$ cat src/hdl/cdq_pkg.sv
package cdq_pkg;

    localparam logic [1:0] MODE_PUSH_FRONT = 2'd0;
    localparam logic [1:0] MODE_PUSH_REAR  = 2'd1;
    localparam logic [1:0] MODE_POP_FRONT  = 2'd2;
    localparam logic [1:0] MODE_POP_REAR   = 2'd3;

    localparam logic [1:0] ST_DONE  = 2'd0;
    localparam logic [1:0] ST_FULL  = 2'd1;
    localparam logic [1:0] ST_EMPTY = 2'd2;

    localparam int WORD_W  = 32;
    localparam int COUNT_W = 4;

    // per-cycle command broadcast to every cell
    typedef struct packed {
        logic push_front;
        logic push_rear;
        logic pop_front;
    } t_cell_op;

endpackage

$ cat src/hdl/cdq_cell.sv
module cdq_cell
    import cdq_pkg::*;
#(
    parameter int DEPTH = 8,
    parameter int IDX   = 0
) (
    input  logic                         i_clk,
    input  t_cell_op                     i_op,
    input  logic [$clog2(DEPTH+1)-1:0]   i_held,
    input  logic [WORD_W-1:0]            i_value,
    input  logic [WORD_W-1:0]            i_left,
    input  logic [WORD_W-1:0]            i_right,
    output logic [WORD_W-1:0]            o_data,
    output logic [WORD_W-1:0]            o_tap
);

    localparam int CW = $clog2(DEPTH + 1);
    localparam logic [CW-1:0] MY_POS  = CW'(IDX);
    localparam logic [CW-1:0] MY_NEXT = CW'(IDX + 1);

    logic [WORD_W-1:0] r_data;
    logic [WORD_W-1:0] n_data;

    always_comb begin
        n_data = r_data;
        priority if (i_op.push_front) begin
            n_data = i_left;
        end else if (i_op.push_rear && (i_held == MY_POS)) begin
            n_data = i_value;
        end else if (i_op.pop_front) begin
            n_data = i_right;
        end
    end

    always_ff @(posedge i_clk) begin
        r_data <= n_data;
    end

    assign o_data = r_data;
    // last occupied cell offers its word for a rear pop
    assign o_tap  = (i_held == MY_NEXT) ? r_data : '0;

endmodule

$ cat src/hdl/circular_deque.sv
// Double-ended queue held as a row of shifting cells, front at cell 0.
// The result and its status and flags are registered as the word is accepted.
// Throughput: one word per cycle while the input is not stalled; each cell shifts or loads as a word is accepted.
// Input stalls only while a finished result is held by output stall.
// Reset (sync, active low) empties the deque; cell contents are not cleared.
module circular_deque
    import cdq_pkg::*;
#(
    parameter int DEPTH = 8
) (
    input  logic               i_clk,
    input  logic               i_rst_n,
    input  logic               i_in_valid,
    output logic               o_in_stall,
    input  logic [1:0]         i_mode,
    input  logic signed [31:0] i_value_in,
    output logic               o_out_valid,
    input  logic               i_out_stall,
    output logic signed [31:0] o_value_out,
    output logic [1:0]         o_status,
    output logic [3:0]         o_count,
    output logic               o_is_empty,
    output logic               o_is_full
);

    localparam int CW = $clog2(DEPTH + 1);
    localparam logic [CW-1:0] FULL_CNT = CW'(DEPTH);

    logic [CW-1:0]        r_held;
    logic [CW-1:0]        n_held;
    logic                 r_out_valid;
    logic [WORD_W-1:0]    r_value_out;
    logic [1:0]           r_status;
    logic [COUNT_W-1:0]   r_count;
    logic                 r_is_empty;
    logic                 r_is_full;

    logic                 accept;
    logic                 is_push;
    logic                 empty_now;
    logic                 full_now;
    logic [1:0]           status;
    logic [WORD_W-1:0]    pop_word;
    logic [WORD_W-1:0]    rear_word;
    logic [CW+COUNT_W-1:0] held_ext;
    t_cell_op             op;

    logic [WORD_W-1:0] cell_data [DEPTH];
    logic [WORD_W-1:0] cell_tap  [DEPTH];

    assign o_in_stall = r_out_valid && i_out_stall;
    assign accept     = i_in_valid && !o_in_stall;
    assign is_push    = (i_mode == MODE_PUSH_FRONT) || (i_mode == MODE_PUSH_REAR);
    assign empty_now  = (r_held == '0);
    assign full_now   = (r_held == FULL_CNT);

    always_comb begin
        status = ST_DONE;
        if (is_push && full_now) begin
            status = ST_FULL;
        end else if (!is_push && empty_now) begin
            status = ST_EMPTY;
        end
    end

    always_comb begin
        op.push_front = accept && (status == ST_DONE) && (i_mode == MODE_PUSH_FRONT);
        op.push_rear  = accept && (status == ST_DONE) && (i_mode == MODE_PUSH_REAR);
        op.pop_front  = accept && (status == ST_DONE) && (i_mode == MODE_POP_FRONT);
    end

    always_comb begin
        rear_word = '0;
        for (int i = 0; i < DEPTH; i++) begin
            rear_word = rear_word | cell_tap[i];
        end
    end

    always_comb begin
        n_held   = r_held;
        pop_word = '0;
        if (status == ST_DONE) begin
            unique case (i_mode)
                MODE_PUSH_FRONT, MODE_PUSH_REAR: begin
                    n_held = r_held + 1'b1;
                end
                MODE_POP_FRONT: begin
                    n_held   = r_held - 1'b1;
                    pop_word = cell_data[0];
                end
                MODE_POP_REAR: begin
                    n_held   = r_held - 1'b1;
                    pop_word = rear_word;
                end
                default: begin
                    n_held = r_held;
                end
            endcase
        end
    end

    assign held_ext = {{COUNT_W{1'b0}}, n_held};

    genvar g;
    generate
        for (g = 0; g < DEPTH; g++) begin : g_cell
            cdq_cell #(
                .DEPTH (DEPTH),
                .IDX   (g)
            ) u_cell (
                .i_clk   (i_clk),
                .i_op    (op),
                .i_held  (r_held),
                .i_value (i_value_in),
                .i_left  ((g == 0) ? i_value_in : cell_data[(g == 0) ? 0 : g - 1]),
                .i_right ((g == DEPTH - 1) ? cell_data[g]
                                           : cell_data[(g == DEPTH - 1) ? g : g + 1]),
                .o_data  (cell_data[g]),
                .o_tap   (cell_tap[g])
            );
        end
    endgenerate

    always_ff @(posedge i_clk) begin
        if (!i_rst_n) begin
            r_held      <= '0;
            r_out_valid <= 1'b0;
        end else begin
            if (accept) begin
                r_held <= n_held;
            end
            if (accept) begin
                r_out_valid <= 1'b1;
            end else if (!i_out_stall) begin
                r_out_valid <= 1'b0;
            end
        end
    end

    always_ff @(posedge i_clk) begin
        if (accept) begin
            r_value_out <= pop_word;
            r_status    <= status;
            r_count     <= held_ext[COUNT_W-1:0];
            r_is_empty  <= (n_held == '0);
            r_is_full   <= (n_held == FULL_CNT);
        end
    end

    assign o_out_valid = r_out_valid;
    assign o_value_out = r_value_out;
    assign o_status    = r_status;
    assign o_count     = r_count;
    assign o_is_empty  = r_is_empty;
    assign o_is_full   = r_is_full;

endmodule

$ cat config.mk
export PLATFORM = sky130hd
export DESIGN_NAME = circular_deque
export DESIGN_NICKNAME = d
export VERILOG_FILES = /design/src/hdl/cdq_pkg.sv /design/src/hdl/cdq_cell.sv /design/src/hdl/circular_deque.sv
export SDC_FILE = /design/constraint.sdc
export NUM_CORES = 1
export LEC_CHECK = 0
export BUFFER_PORTS_ARGS = -buffer_cell sky130_fd_sc_hd__buf_2
export CAP_MARGIN = 10
export CORE_UTILIZATION = 40
export DETAILED_ROUTE_END_ITERATION = 7
export PLACE_DENSITY = 0.64
export RECOVER_POWER = 50
export SLEW_MARGIN = 10
export SYNTH_ARGS = -nofsm -noshare
export SYNTH_HDL_FRONTEND = slang
export SYNTH_SLANG_ARGS = --single-unit
$ cat constraint.sdc
create_clock -name i_clk -period 5.3 [get_ports i_clk]
set_input_delay 1.06 -clock i_clk [delete_from_list [all_inputs] [get_ports i_clk]]
set_output_delay 1.06 -clock i_clk [all_outputs]
set_load 0.005 [all_outputs]
==> metrics.yaml <==
numClockSinks: 301
cap_violations: 10
tns_ps: 0
final_cell_mix: "296 x edfxtp_1, 213 x nand2_1, 208 x o21ai_0"
cts_buffers: 35
grt_antenna_before_repair: 3
clock_skew_ps: 9.77
cp.required_ps: 5470
rsz0062_at_grt: "no"
clkLatencyLatePin_ps: 520
grt_pass1_wl_um: 75700
area_growth_pct: 10.2
cp_cell_sequence: "inv_1, ha_1, and3_2, clkbuf_2, mux2i_1, o21ai_0"
ys_seq_area_share_pct: 54.7
grt_pass1_vias: 11900
synth_top_area_share_pct: 54.0
viasPerCell: 6.26
synth-async-reset-ratio_pct: 0
drt_iter0_markers: 1684
ys_warn_count: 0
period_needed_ps: 4550
seqCellArea_um2: 8990
wirelength_um: 50700
h-tree-depth: 2
num_vias: 12400
synth.distinct_cells: 62
ctsResizeCount: 0
start_kind: "flip-flop"
hpwl_um: 30000
core-area_um2: 40100
synth-edff-count: 296
critical_path.max_stage_delay_ps: 1540
slew_viol_final: 552
io_pins: 80
rows: 73
die_y_um: 205
max-vdd-ir-drop_v: 0.000183
synthCells: 1412
path_class: "reg -> reg"
layout_commonest_cell: "edfxtp_1"
critPathSlowestCell: "ha_1"
finalHoldViolCount: 0
post_drt_wl_per_cell_um: 25.6
synth_nets: 1455
p_per_area_nw_per_um2: 349
initial_core_util_pct: 41.0
grt_max_degree: 197
dieArea_um2: 41900
cts-root-buf: "clkbuf_16"
postCtsSetupBuffers: 0
die_x_um: 205
clock_path_buffers: 3
yosysTopAreaCell: "edfxtp_1"
drt_first_pass_iters: 6
synth_area_um2: 16400
status: "finished with violations"
clkTransAtPathRegs_ps: 60
post-route-util_pct: 45.2
gp_congestion: 0.870
postPlaceCellArea_um2: 17200
ant_nets: 0
slew_headroom_pct: -101
portBuffers: 79
grt_usage_pct: 24.1
synthesis.area_per_instance_um2: 11.6
hp-class: "reg -> reg"
critPathBufInv: 2
fmax_mhz: 220
num_antenna_cells: 0
multi_input_area_um2: 6840
cts_tree: "built"
synthTopCellsByArea: "edfxtp_1 54%, mux2i_1 11%, o21ai_0 5.9%, nand2_1 4.9%, mux2_2 4.5%"
setup_viol_count_final: 0
crit_fanout: 40
final_cell_area_um2: 18100
cp_top_family: "adder cells"
drc: 0
cp.arrival_ps: 4730
period_share_pct: 85.9
nets: 1478
worstMarginPinSlew_ps: 3020
yosys_register_bits: 301
ctsHoldBuffers: 0
violations: "max-capacitance violations, max-slew violations"
drive_gt1_share_pct: 14.9
endpoint_kind: "flip-flop"
power.leakage_uw: 0.00574
ys.flop_type: "edfxtp_1"
grt_overflow_total: 0
fillers: 3657
## cell families after synthesis
family	share of synthesized area (%)
and+or+nand+nor	8.31
muxes	16.2
buffers and inverters	4.08
AOI/OAI and AO/OA	16.1
DFF	54.7
xor gates and xnor gates	0.213
adders and majority gates	0.380
## worst register-to-register path: cells and delay by family (launching register included)
kind                       cells  cell delay [ps]
adders and majority gates      1             1540
AOI/OAI and AO/OA              1              130
muxes                          1              290
DFF                            1              410
and+or+nand+nor                1              460
buffers and inverters          2             1370
## registers in the layout (all words and copies together), names as in the netlist
signal / flops
o_status: 2
o_is_empty: 1
r_held: 4
g_cell.u_cell.o_data: 256
o_count: 4
o_value_out: 32
o_out_valid: 1
o_is_full: 1
## power breakdown
group	switching, µW	internal [µW]
sequential	138	2890
clock	986	1270
combinational	700	355
total	1820	4510
## metrics by stage
step                      setup WS (ps)  cells  hold slack, ps  power, µW
final                               747   1982             563       6330
after global routing                601   1982             591       6520
after CTS                          1440   1982             559       6340
after detailed placement           1470   1923             546       4110
after global placement             1560   1923             528       4090
after floorplan                    1180   1412             510       3680
## synthesized netlist by cell type (6+ instances only)
| cell | number |
|---|---|
| edfxtp_1 | 296 |
| nand2_1 | 214 |
| o21ai_0 | 193 |
| mux2i_1 | 186 |
| mux2_2 | 65 |
| clkbuf_1 | 49 |
| buf_2 | 41 |
| a22oi_1 | 38 |
| a222oi_1 | 23 |
| a22o_1 | 23 |
| o21ai_1 | 21 |
| nor2b_1 | 18 |
| a21oi_1 | 16 |
| nor2_1 | 16 |
| a221oi_1 | 14 |
| a31oi_1 | 14 |
| buf_4 | 13 |
| a32oi_1 | 12 |
| buf_1 | 12 |
| nand3_1 | 12 |
| a221o_1 | 10 |
| buf_6 | 10 |
| nand2b_1 | 10 |
| a211oi_1 | 8 |
| and3_1 | 8 |
| inv_1 | 7 |
| mux2_1 | 7 |
| and3b_1 | 6 |
## per-layer routing
layer  track usage (%)  up-vias  routed length, µm
met5                 0        -                 29
met4              6.64        4               1180
met3              4.49       84               4820
met2              37.2      659              22900
met1              34.4     6168              21800
li1                  -     5502                  -
## final timing paths
kind	start	end	slack [ps]	cells after the start
worst max register to register	r_held[0]	g_cell[2].u_cell.o_data[25]	750	6
worst min-delay path	g_cell[0].u_cell.o_data[19]	g_cell[1].u_cell.o_data[19]	560	2
worst min register to register	g_cell[0].u_cell.o_data[19]	g_cell[1].u_cell.o_data[19]	560	2
worst max-delay path	r_held[0]	g_cell[2].u_cell.o_data[25]	750	6
## final cells by class
type,count,area share [%]
clock buffers,43,5.23
flip-flops and latches,301,49.6
clock inverters,16,0.414
repair buffers,111,3.21
multi-input cells,979,37.7
inverters,7,0.145
well taps,525,3.62
(Power assumes the default switching activity.)
